## src/rtl/vector_distance_metrics_macros.svh

```systemverilog
// assertion macros shared by the vector distance metrics rtl
`ifndef VECTOR_DISTANCE_METRICS_MACROS_SVH
`define VECTOR_DISTANCE_METRICS_MACROS_SVH

`ifndef SYNTHESIS

// property must hold at every clock edge outside reset
`define VDM_ASSERT(name, clk, rst, prop, msg) \
   name: assert property (@(posedge clk) disable iff (rst) (prop)) else $error(msg);

// condition must never be seen outside reset
`define VDM_ASSERT_NEVER(name, clk, rst, cond, msg) \
   name: assert property (@(posedge clk) disable iff (rst) !(cond)) else $error(msg);

`else

`define VDM_ASSERT(name, clk, rst, prop, msg)
`define VDM_ASSERT_NEVER(name, clk, rst, cond, msg)

`endif

`endif

```

## src/rtl/vdm_pkg.sv

```systemverilog
// shared types, constants and helpers for the vector distance metrics block
`timescale 1ns / 1ps
`default_nettype none

package vdm_pkg;

   localparam int OUT_WIDTH          = 48;
   localparam int ELEM_WIDTH_DEFAULT = 16;
   localparam int ACC_WIDTH_DEFAULT  = 48;
   localparam int NUM_SUMS           = 4;

   // accumulator slots, also the order of multiplier passes
   localparam logic [1:0] SUM_DOT = 2'd0;
   localparam logic [1:0] SUM_NA  = 2'd1;
   localparam logic [1:0] SUM_NB  = 2'd2;
   localparam logic [1:0] SUM_DSQ = 2'd3;

   localparam logic signed [63:0] OUT_MAX = 64'sd140737488355327;
   localparam logic signed [63:0] OUT_MIN = -64'sd140737488355328;

   typedef enum logic [1:0] {
      MET_DOT  = 2'd0,
      MET_COS  = 2'd1,
      MET_EUC  = 2'd2,
      MET_NONE = 2'd3
   } metric_type;

   typedef enum logic [1:0] {
      ST_IDLE,
      ST_MAC,
      ST_FIN,
      ST_HOLD
   } ctl_state_type;

   typedef enum logic [2:0] {
      F_IDLE,
      F_SQA,
      F_SQB,
      F_SQE,
      F_MUL,
      F_CMP,
      F_DIV,
      F_DONE
   } fin_state_type;

   typedef struct packed {
      logic                        done;
      logic signed [OUT_WIDTH-1:0] value;
      logic                        zero_norm;
   } result_type;

   function automatic logic signed [OUT_WIDTH-1:0] clamp_out(input logic signed [63:0] v);
      logic signed [63:0] t;
      t = v;
      if (t > OUT_MAX) begin
         t = OUT_MAX;
      end else if (t < OUT_MIN) begin
         t = OUT_MIN;
      end
      return t[OUT_WIDTH-1:0];
   endfunction

endpackage

`default_nettype wire

```

## src/rtl/vdm_mac.sv

```systemverilog
// shared multiplier and saturating accumulators, four passes per element pair
`timescale 1ns / 1ps
`default_nettype none

module vdm_mac #(
   parameter int ELEM_WIDTH = 16,
   parameter int ACC_WIDTH  = 48
) (
   input  logic                        clock,
   input  logic                        reset,
   input  logic                        start,
   input  logic                        clear,
   input  logic signed [ELEM_WIDTH-1:0] elem_a,
   input  logic signed [ELEM_WIDTH-1:0] elem_b,
   output logic                        done,
   output logic signed [ACC_WIDTH-1:0] dot_sum,
   output logic signed [ACC_WIDTH-1:0] norm_a_sum,
   output logic signed [ACC_WIDTH-1:0] norm_b_sum,
   output logic signed [ACC_WIDTH-1:0] diff_sq_sum,
   output logic                        sat_flag
);
   import vdm_pkg::*;

   localparam int OPW = ELEM_WIDTH + 1;
   localparam int PW  = 2 * OPW;
   localparam int SW  = ((ACC_WIDTH > PW) ? ACC_WIDTH : PW) + 1;
   localparam logic [2:0] LAST_STEP = 3'(NUM_SUMS);
   localparam logic signed [SW-1:0] ACC_HI =
      {{(SW-ACC_WIDTH+1){1'b0}}, {(ACC_WIDTH-1){1'b1}}};
   localparam logic signed [SW-1:0] ACC_LO = ~ACC_HI;

   logic signed [ELEM_WIDTH-1:0] a_ff, b_ff;
   logic                         active_ff;
   logic                         done_ff;
   logic [2:0]                   step_ff;
   logic signed [PW-1:0]         prod_ff;
   logic signed [ACC_WIDTH-1:0]  acc_ff [NUM_SUMS];
   logic                         sat_ff;

   logic signed [OPW-1:0]        diff, op_x, op_y;
   logic [1:0]                   wr_idx;
   logic signed [SW-1:0]         sum;
   logic                         ovf_hi, ovf_lo;
   logic signed [ACC_WIDTH-1:0]  acc_new;

   assign diff = OPW'(a_ff) - OPW'(b_ff);

   always_comb begin
      case (step_ff[1:0])
         SUM_DOT: begin
            op_x = OPW'(a_ff);
            op_y = OPW'(b_ff);
         end
         SUM_NA: begin
            op_x = OPW'(a_ff);
            op_y = OPW'(a_ff);
         end
         SUM_NB: begin
            op_x = OPW'(b_ff);
            op_y = OPW'(b_ff);
         end
         default: begin
            op_x = diff;
            op_y = diff;
         end
      endcase
   end

   // the product from the previous pass lands in its accumulator
   assign wr_idx  = 2'(step_ff - 3'd1);
   assign sum     = SW'(acc_ff[wr_idx]) + SW'(prod_ff);
   assign ovf_hi  = sum > ACC_HI;
   assign ovf_lo  = sum < ACC_LO;
   assign acc_new = ovf_hi ? ACC_HI[ACC_WIDTH-1:0] :
                    ovf_lo ? ACC_LO[ACC_WIDTH-1:0] : sum[ACC_WIDTH-1:0];

   always_ff @(posedge clock) begin
      if (active_ff) begin
         prod_ff <= op_x * op_y;
      end
      if (start) begin
         a_ff <= elem_a;
         b_ff <= elem_b;
      end
   end

   always_ff @(posedge clock) begin
      if (reset) begin
         active_ff <= 1'b0;
         done_ff   <= 1'b0;
         step_ff   <= 3'd0;
         sat_ff    <= 1'b0;
         for (int i = 0; i < NUM_SUMS; i++) begin
            acc_ff[i] <= '0;
         end
      end else begin
         // all four sums hold the pair once done rises with the accumulate of the last product
         done_ff <= active_ff && (step_ff == LAST_STEP);
         if (clear) begin
            sat_ff <= 1'b0;
            for (int i = 0; i < NUM_SUMS; i++) begin
               acc_ff[i] <= '0;
            end
         end
         if (start) begin
            active_ff <= 1'b1;
            step_ff   <= 3'd0;
         end else if (active_ff) begin
            step_ff <= step_ff + 3'd1;
            if (step_ff != 3'd0) begin
               acc_ff[wr_idx] <= acc_new;
               sat_ff         <= sat_ff | ovf_hi | ovf_lo;
            end
            if (step_ff == LAST_STEP) begin
               active_ff <= 1'b0;
            end
         end
      end
   end

   assign done        = done_ff;
   assign dot_sum     = acc_ff[SUM_DOT];
   assign norm_a_sum  = acc_ff[SUM_NA];
   assign norm_b_sum  = acc_ff[SUM_NB];
   assign diff_sq_sum = acc_ff[SUM_DSQ];
   assign sat_flag    = sat_ff;

endmodule

`default_nettype wire

```

## src/rtl/vdm_finish.sv

```systemverilog
// end of vector sequencer: bitwise square roots, norm product and restoring divide
`timescale 1ns / 1ps
`default_nettype none

module vdm_finish #(
   parameter int ELEM_WIDTH = 16,
   parameter int ACC_WIDTH  = 48
) (
   input  logic                        clock,
   input  logic                        reset,
   input  logic                        start,
   input  vdm_pkg::metric_type         metric_select,
   input  logic signed [ACC_WIDTH-1:0] dot_sum,
   input  logic signed [ACC_WIDTH-1:0] norm_a_sum,
   input  logic signed [ACC_WIDTH-1:0] norm_b_sum,
   input  logic signed [ACC_WIDTH-1:0] diff_sq_sum,
   output vdm_pkg::result_type         result
);
   import vdm_pkg::*;

   localparam int FB    = ELEM_WIDTH - 1;
   localparam int SQ    = ACC_WIDTH / 2;
   localparam int DEN_W = 2 * SQ;
   localparam int CNT_W = $clog2(SQ + FB + 1);
   localparam logic [ACC_WIDTH-1:0] BIT0 = ACC_WIDTH'({1'b1, {(2*SQ-2){1'b0}}});
   localparam logic signed [OUT_WIDTH-1:0] COS_ONE = OUT_WIDTH'(1) <<< FB;
   localparam logic signed [OUT_WIDTH-1:0] COS_MAX = COS_ONE - OUT_WIDTH'(1);

   fin_state_type state_ff, state_in;

   logic [ACC_WIDTH-1:0]        n_ff, res_ff, bit_ff, mag_ff;
   logic [CNT_W-1:0]            cnt_ff;
   logic [SQ-1:0]               root_a_ff, root_b_ff;
   logic [DEN_W-1:0]            den_ff;
   logic                        neg_ff, zero_ff;
   logic [ACC_WIDTH:0]          r_ff;
   logic [FB-1:0]               q_ff;
   logic signed [OUT_WIDTH-1:0] val_ff;

   logic [ACC_WIDTH-1:0] trial, n_nx, res_nx;
   logic                 sq_ge, sq_last, div_last, norm_bad, mag_big;
   logic [ACC_WIDTH:0]   r_sh, r_nx;
   logic                 dv_ge;
   logic [FB-1:0]        q_nx;
   logic [ACC_WIDTH-1:0] euc_in;

   // one digit of the square root per cycle
   assign trial   = res_ff + bit_ff;
   assign sq_ge   = n_ff >= trial;
   assign n_nx    = sq_ge ? (n_ff - trial) : n_ff;
   assign res_nx  = sq_ge ? ((res_ff >> 1) + bit_ff) : (res_ff >> 1);
   assign sq_last = cnt_ff == CNT_W'(SQ - 1);

   // one quotient bit per cycle
   assign r_sh     = {r_ff[ACC_WIDTH-1:0], 1'b0};
   assign dv_ge    = r_sh >= (ACC_WIDTH+1)'(den_ff);
   assign r_nx     = dv_ge ? (r_sh - (ACC_WIDTH+1)'(den_ff)) : r_sh;
   assign q_nx     = {q_ff[FB-2:0], dv_ge};
   assign div_last = cnt_ff == CNT_W'(FB - 1);

   assign norm_bad = (norm_a_sum <= 0) || (norm_b_sum <= 0);
   assign mag_big  = mag_ff >= ACC_WIDTH'(den_ff);
   assign euc_in   = (diff_sq_sum > 0) ? diff_sq_sum : '0;

   always_comb begin
      state_in = state_ff;
      unique case (state_ff)
         F_IDLE: begin
            if (start) begin
               case (metric_select)
                  MET_COS: state_in = norm_bad ? F_DONE : F_SQA;
                  MET_EUC: state_in = F_SQE;
                  default: state_in = F_DONE;
               endcase
            end
         end
         F_SQA:  if (sq_last) state_in = F_SQB;
         F_SQB:  if (sq_last) state_in = F_MUL;
         F_SQE:  if (sq_last) state_in = F_DONE;
         F_MUL:  state_in = F_CMP;
         F_CMP:  state_in = mag_big ? F_DONE : F_DIV;
         F_DIV:  if (div_last) state_in = F_DONE;
         F_DONE: state_in = F_IDLE;
         default: state_in = F_IDLE;
      endcase
   end

   always_ff @(posedge clock) begin
      if (reset) begin
         state_ff <= F_IDLE;
      end else begin
         state_ff <= state_in;
      end
   end

   always_ff @(posedge clock) begin
      case (state_ff)
         F_IDLE: begin
            if (start) begin
               cnt_ff  <= '0;
               res_ff  <= '0;
               bit_ff  <= BIT0;
               n_ff    <= (metric_select == MET_COS) ? norm_a_sum : euc_in;
               neg_ff  <= dot_sum < 0;
               mag_ff  <= (dot_sum < 0) ? ACC_WIDTH'(-dot_sum) : dot_sum;
               zero_ff <= (metric_select == MET_COS) && norm_bad;
               val_ff  <= (metric_select == MET_DOT) ? clamp_out(64'(dot_sum)) : '0;
            end
         end
         F_SQA, F_SQB, F_SQE: begin
            n_ff   <= n_nx;
            res_ff <= res_nx;
            bit_ff <= bit_ff >> 2;
            cnt_ff <= cnt_ff + CNT_W'(1);
            if (sq_last) begin
               cnt_ff <= '0;
               res_ff <= '0;
               bit_ff <= BIT0;
               n_ff   <= norm_b_sum;
               if (state_ff == F_SQA) begin
                  root_a_ff <= res_nx[SQ-1:0];
               end
               if (state_ff == F_SQB) begin
                  root_b_ff <= res_nx[SQ-1:0];
               end
               if (state_ff == F_SQE) begin
                  val_ff <= OUT_WIDTH'(res_nx);
               end
            end
         end
         F_MUL: begin
            den_ff <= root_a_ff * root_b_ff;
         end
         F_CMP: begin
            r_ff   <= (ACC_WIDTH+1)'(mag_ff);
            q_ff   <= '0;
            cnt_ff <= '0;
            if (mag_big) begin
               val_ff <= neg_ff ? -COS_ONE : COS_MAX;
            end
         end
         F_DIV: begin
            r_ff   <= r_nx;
            q_ff   <= q_nx;
            cnt_ff <= cnt_ff + CNT_W'(1);
            if (div_last) begin
               val_ff <= neg_ff ? -OUT_WIDTH'(q_nx) : OUT_WIDTH'(q_nx);
            end
         end
         default: begin
         end
      endcase
   end

   always_comb begin
      result.done      = state_ff == F_DONE;
      result.value     = val_ff;
      result.zero_norm = zero_ff;
   end

endmodule

`default_nettype wire

```

## src/rtl/vector_distance_metrics.sv

```systemverilog
// top level: stream handshake, metric select register, control and result register
//
// channel  dir  beat fields (low bit up)
// req      in   tdata: elem_a, elem_b; tlast: last_elem
// rsp      out  tdata: metric_value; tuser: zero_norm, saturated
// csr      in   wr_data: metric_select
//
// each element pair takes four passes through one shared multiplier, the accumulate of
// the last product and a done strobe, then the top returns to ready for the next pair.
// after the last pair is accepted, dot product goes straight to the result, euclidean
// adds a square root, and cosine two square roots, a norm product and a divide (none
// if a norm is not positive); square root and divide give one digit per cycle.
// a waiting result sits in the output register; new pairs are taken meanwhile,
// and only the next result waits for it. synchronous reset clears all sums.
`timescale 1ns / 1ps
`default_nettype none
`include "vector_distance_metrics_macros.svh"

module vector_distance_metrics #(
   parameter int ELEM_WIDTH = vdm_pkg::ELEM_WIDTH_DEFAULT,
   parameter int ACC_WIDTH  = vdm_pkg::ACC_WIDTH_DEFAULT,
   parameter int REQ_W      = ((2 * ELEM_WIDTH + 7) / 8) * 8
) (
   input  logic                           clock,
   input  logic                           reset,
   input  logic                           req_tvalid,
   output logic                           req_tready,
   input  logic [REQ_W-1:0]               req_tdata,   // elem_a, elem_b
   input  logic                           req_tlast,   // last_elem
   output logic                           rsp_tvalid,
   input  logic                           rsp_tready,
   output logic [vdm_pkg::OUT_WIDTH-1:0]  rsp_tdata,   // metric_value
   output logic [1:0]                     rsp_tuser,   // zero_norm, saturated
   input  logic                           csr_wr_en,
   input  logic [1:0]                     csr_wr_data  // metric_select
);
   import vdm_pkg::*;

   ctl_state_type state_ff, state_in;
   metric_type    metric_ff;
   logic          last_ff;
   logic          rsp_valid_ff;
   logic [OUT_WIDTH-1:0] rsp_data_ff;
   logic [1:0]    rsp_user_ff;

   logic accept, mac_done, out_free, load_out, fin_start;
   logic signed [ELEM_WIDTH-1:0] elem_a, elem_b;
   logic signed [ACC_WIDTH-1:0]  dot_sum, norm_a_sum, norm_b_sum, diff_sq_sum;
   logic         sat_flag;
   result_type   fin_res;

   assign elem_a    = req_tdata[ELEM_WIDTH-1:0];
   assign elem_b    = req_tdata[2*ELEM_WIDTH-1:ELEM_WIDTH];
   assign accept    = req_tvalid && req_tready;
   assign out_free  = !rsp_valid_ff || rsp_tready;
   assign fin_start = mac_done && last_ff;

   always_comb begin
      state_in = state_ff;
      unique case (state_ff)
         ST_IDLE: if (accept) state_in = ST_MAC;
         ST_MAC:  if (mac_done) state_in = last_ff ? ST_FIN : ST_IDLE;
         ST_FIN:  if (fin_res.done) state_in = ST_HOLD;
         ST_HOLD: if (out_free) state_in = ST_IDLE;
         default: state_in = ST_IDLE;
      endcase
   end

   always_comb begin
      req_tready = state_ff == ST_IDLE;
      load_out   = (state_ff == ST_HOLD) && out_free;
   end

   always_ff @(posedge clock) begin
      if (reset) begin
         state_ff     <= ST_IDLE;
         metric_ff    <= MET_DOT;
         rsp_valid_ff <= 1'b0;
      end else begin
         state_ff <= state_in;
         if (csr_wr_en) begin
            metric_ff <= metric_type'(csr_wr_data);
         end
         if (load_out) begin
            rsp_valid_ff <= 1'b1;
         end else if (rsp_tready) begin
            rsp_valid_ff <= 1'b0;
         end
      end
   end

   always_ff @(posedge clock) begin
      if (accept) begin
         last_ff <= req_tlast;
      end
      if (load_out) begin
         rsp_data_ff <= fin_res.value;
         rsp_user_ff <= {sat_flag, fin_res.zero_norm};
      end
   end

   vdm_mac #(
      .ELEM_WIDTH(ELEM_WIDTH),
      .ACC_WIDTH (ACC_WIDTH)
   ) u_mac (
      .clock      (clock),
      .reset      (reset),
      .start      (accept),
      .clear      (load_out),
      .elem_a     (elem_a),
      .elem_b     (elem_b),
      .done       (mac_done),
      .dot_sum    (dot_sum),
      .norm_a_sum (norm_a_sum),
      .norm_b_sum (norm_b_sum),
      .diff_sq_sum(diff_sq_sum),
      .sat_flag   (sat_flag)
   );

   vdm_finish #(
      .ELEM_WIDTH(ELEM_WIDTH),
      .ACC_WIDTH (ACC_WIDTH)
   ) u_finish (
      .clock        (clock),
      .reset        (reset),
      .start        (fin_start),
      .metric_select(metric_ff),
      .dot_sum      (dot_sum),
      .norm_a_sum   (norm_a_sum),
      .norm_b_sum   (norm_b_sum),
      .diff_sq_sum  (diff_sq_sum),
      .result       (fin_res)
   );

   assign rsp_tvalid = rsp_valid_ff;
   assign rsp_tdata  = rsp_data_ff;
   assign rsp_tuser  = rsp_user_ff;

   `VDM_ASSERT_NEVER(a_mac_done_state, clock, reset, mac_done && (state_ff != ST_MAC), "mac done outside accumulate phase")
   `VDM_ASSERT_NEVER(a_fin_done_state, clock, reset, fin_res.done && (state_ff != ST_FIN), "finish done outside finish phase")
   `VDM_ASSERT(a_zero_norm_value, clock, reset, (rsp_tvalid && rsp_tuser[0]) |-> (rsp_tdata == '0), "zero norm with nonzero value")
   `VDM_ASSERT(a_load_clears, clock, reset, load_out |=> !sat_flag && (dot_sum == '0), "sums not cleared after result")

endmodule

`default_nettype wire
```

## config.mk

```make
export PLATFORM = sky130hd
export DESIGN_NAME = vector_distance_metrics
export DESIGN_NICKNAME = d
export VERILOG_FILES = /design/src/rtl/vdm_pkg.sv /design/src/rtl/vdm_mac.sv /design/src/rtl/vdm_finish.sv /design/src/rtl/vector_distance_metrics.sv
export VERILOG_INCLUDE_DIRS = /design/src /design/src/rtl
export SDC_FILE = /design/constraint.sdc
export NUM_CORES = 2
export LEC_CHECK = 0
export BUFFER_PORTS_ARGS = -buffer_cell sky130_fd_sc_hd__buf_2
export CORE_UTILIZATION = 65
export CTS_BUF_LIST = sky130_fd_sc_hd__clkbuf_8
export DETAILED_ROUTE_END_ITERATION = 12
export GPL_TIMING_DRIVEN = 0
export PLACE_DENSITY = 0.92
export SYNTH_ARGS = -nofsm -noshare
export SYNTH_HDL_FRONTEND = slang
export SYNTH_SLANG_ARGS = --single-unit
```

## constraint.sdc

```tcl
create_clock -name clock -period 22 [get_ports clock]
set_clock_uncertainty 0.15 [all_clocks]
set_input_delay 2.2 -clock clock [delete_from_list [all_inputs] [get_ports clock]]
set_output_delay 2.2 -clock clock [all_outputs]
set_load 0.01 [all_outputs]
```

==> results.toml <==
[outcome]
status = "finished clean"

[yosys]
netlist_instances = 7429
synthesis.area_um2 = 72000
syn_avg_cell_area_um2 = 9.70
ys_seq_area_frac = 0.292
synth-async-reset-ratio = 0
synth_seq_cells = 705
synth_edf_count = 691
synth.net_count = 8783
synth_ff_type = "edfxtp_1"
yosys_warnings = 0
yosys.cell_types.count = 82

[sta]
hold_viol_final = 0
slew_headroom = 0.212
setup_viol = 0
fin_tns_setup_ns = 0
rsz0062_at_grt = "no"
worstMarginPinSlew_ns = 1.17
fmax_mhz = 89.6
period_share = 0.507
period_minus_slack_ns = 11.16
maxSlewViolCount = 0

[floorplan]
dieArea_um2 = 112000
pin_count = 92
core_area_um2 = 109000
die_width_um = 335
num_rows = 121
chipHeight_um = 335
start_util = 0.659

[final_layout]
instances_no_fill = 9236
area_growth_syn_to_layout_pct = 6.85
layout-drive-gt1-share = 0.0497
layout_common_cells = "1021 x inv_1, 902 x nand2_1, 782 x fa_1"
final_common_cell = "inv_1"
register_area_um2 = 21000
multiInputGateArea_um2 = 46100
nFillCells = 7998
final_nets = 9008

[clocking]
post_cts_buffers = 0
ctsResizeCount = 0
cts_tree = "yes"
cts_sinks = 705
clkTransAtPathRegs_ns = 0.06
clk_latency_ns = 0.85
cts_buffers = 111
cts-root-buf = "clkbuf_8"
hold_buffers = 0
h-tree-depth = 3
clockBufferDepth = 3

[worst_hold_path]
min_path_type = "flip-flop to flip-flop"
min_to = "rsp_tdata[20]"
hold_start = "u_finish.val_ff[20]"
whs_path_depth = 0

[critical_path]
cp_common_cell = "fa_1"
critPathArrivalTime_ns = 11.54
required_ns = 22.38
end_kind = "flip-flop"
path_class = "flip-flop to flip-flop"
slowest_delay_ns = 0.65
path_max_fanout = 10
start_kind = "flip-flop"
r2r-start = "u_mac.b_ff[0]"
rrSetupSlack_ns = 10.84
cpMaxStageDelayCell = "o41ai_1"
rr_endpoint = "u_mac.prod_ff[33]"
worst_r2r_path_depth = 35

[placed_design]
dpl.hpwl_mm = 186
gp_congestion = 1.06
placedCellCount = 9017
io_buffer_count = 91

[route]
via_per_inst = 6.50
wirelength_mm = 232
drc = 0
postRouteAntennaNets = 0
first_pass_iters = 8
vias = 60000
drt-initial-drc-count = 7596
routedWlPerCell_um = 25.2

[global_routing]
grt_usage = 0.419
grt_start_max_net_pins = 73
antenna_found_initial = 9
grt_pass1_wl_mm = 354
gr-total-overflow = 0
first_global_vias = 61300

[power_and_ir_drop]
p_per_area_nw_per_um2 = 158
ir_drop_v = 0.000515
leakagePower_nw = 33.8

[job]
maxCapViolCount = 0
==> layer usage <==
| layer | part of all wire | up-vias | track usage |
|---|---|---|---|
| li1 | - | 25600 | - |
| met1 | 0.33 | 29000 | 0.495 |
| met2 | 0.45 | 4169 | 0.655 |
| met3 | 0.12 | 1242 | 0.114 |
| met4 | 0.095 | 16 | 0.318 |
| met5 | 0.0017 | - | 0.0104 |
==> cell usage after synthesis (all sizes together) (59+ instances only) <==
| library cell | instances | share of area |
|---|---|---|
| a21o | 140 | 0.015 |
| a21oi | 383 | 0.027 |
| a31oi | 83 | 0.0072 |
| and2 | 286 | 0.025 |
| and3 | 62 | 0.0054 |
| clkbuf | 292 | 0.015 |
| edfxtp | 691 | 0.29 |
| fa | 782 | 0.22 |
| ha | 532 | 0.092 |
| inv | 997 | 0.052 |
| nand2 | 907 | 0.047 |
| nand3 | 97 | 0.0067 |
| nand4 | 62 | 0.0054 |
| nor2 | 587 | 0.031 |
| nor3 | 59 | 0.0041 |
| o21ai | 327 | 0.023 |
| xnor2 | 224 | 0.027 |
| xor2 | 121 | 0.015 |
==> cells by family (layout without fill, tap and decap cells) <==
kind of cell | count (synthesis) | in the layout | synth area share
AOI/OAI and AO/OA | 1374 | 1374 | 0.122
other | 0 | 12 | 0
muxes | 74 | 74 | 0.0186
DFF | 705 | 705 | 0.292
adders and majority gates | 1314 | 1314 | 0.310
and+or+nand+nor | 2297 | 2297 | 0.147
xor gates and xnor gates | 345 | 345 | 0.0419
buffers and inverters | 1320 | 1639 | 0.0690
==> flip-flops by register name (all words and copies together), names as in the netlist, 34 cells and up, named ones only <==
name	cells
u_finish.val_ff	48
u_finish.mag_ff	48
rsp_tdata	48
u_mac.acc_ff	192
u_finish.den_ff	48
u_finish.n_ff	48
u_finish.r_ff	48
u_finish.res_ff	48
u_mac.prod_ff	34
==> cell type report <==
type | instances | share of cell area
flip-flops and latches | 705 | 0.273
repair buffers | 112 | 0.00982
multi-input cells | 5404 | 0.599
inverters | 997 | 0.0487
plain buffers | 323 | 0.0159
clock inverters | 90 | 0.00800
well taps | 1476 | 0.0240
diodes | 12 | 0.000390
clock buffers | 117 | 0.0209
==> worst max-delay path by stage <==
| stage | start | to | cells past startpoint |
|---|---|---|---|
| 4_1_cts | u_mac.b_ff[1] | u_mac.prod_ff[33] | 36 |
| 3_3_place_gp | u_mac.b_ff[1] | u_mac.prod_ff[33] | 36 |
| 2_1_floorplan | u_mac.b_ff[0] | u_mac.prod_ff[33] | 37 |
| 5_1_grt | u_mac.b_ff[1] | u_mac.prod_ff[33] | 36 |
| 3_5_place_dp | u_mac.b_ff[1] | u_mac.prod_ff[33] | 36 |
| 6_report | u_mac.b_ff[0] | u_mac.prod_ff[33] | 35 |
==> per-stage QoR <==
stage | worst slack, ns | power, mW | instance area [µm²] | util | hold WS (ns)
finish | 10.84 | 12.2 | 77000 | 0.704 | 0.266
detailed placement | 11.11 | 10.8 | 74700 | 0.684 | 0.255
floorplan | 12.82 | 8.53 | 72000 | - | 0.250
global route | 10.42 | 13.1 | 76900 | 0.704 | 0.274
global placement | 11.50 | 10.5 | 74300 | 0.680 | 0.254
CTS | 11.04 | 12.0 | 76900 | 0.704 | 0.261
==> where the power goes <==
part	leakage [nW]	total, mW	internal [mW]	switching, mW
combinational	25.9	8.72	3.40	5.31
clock	1.23	1.17	0.571	0.594
sequential	6.67	2.27	2.10	0.174
total	33.8	12.2	6.07	6.08
==> critical path, delay by kind of cell, from the launching register on <==
kind,cells,cell delay [ns]
buf+inv,4,0.94
fa+ha+maj,9,3.99
compound gates,13,3.71
xor+xnor,2,0.31
simple gates,7,1.36
flops,1,0.44
Note: power is estimated with default switching activity, not from simulation.
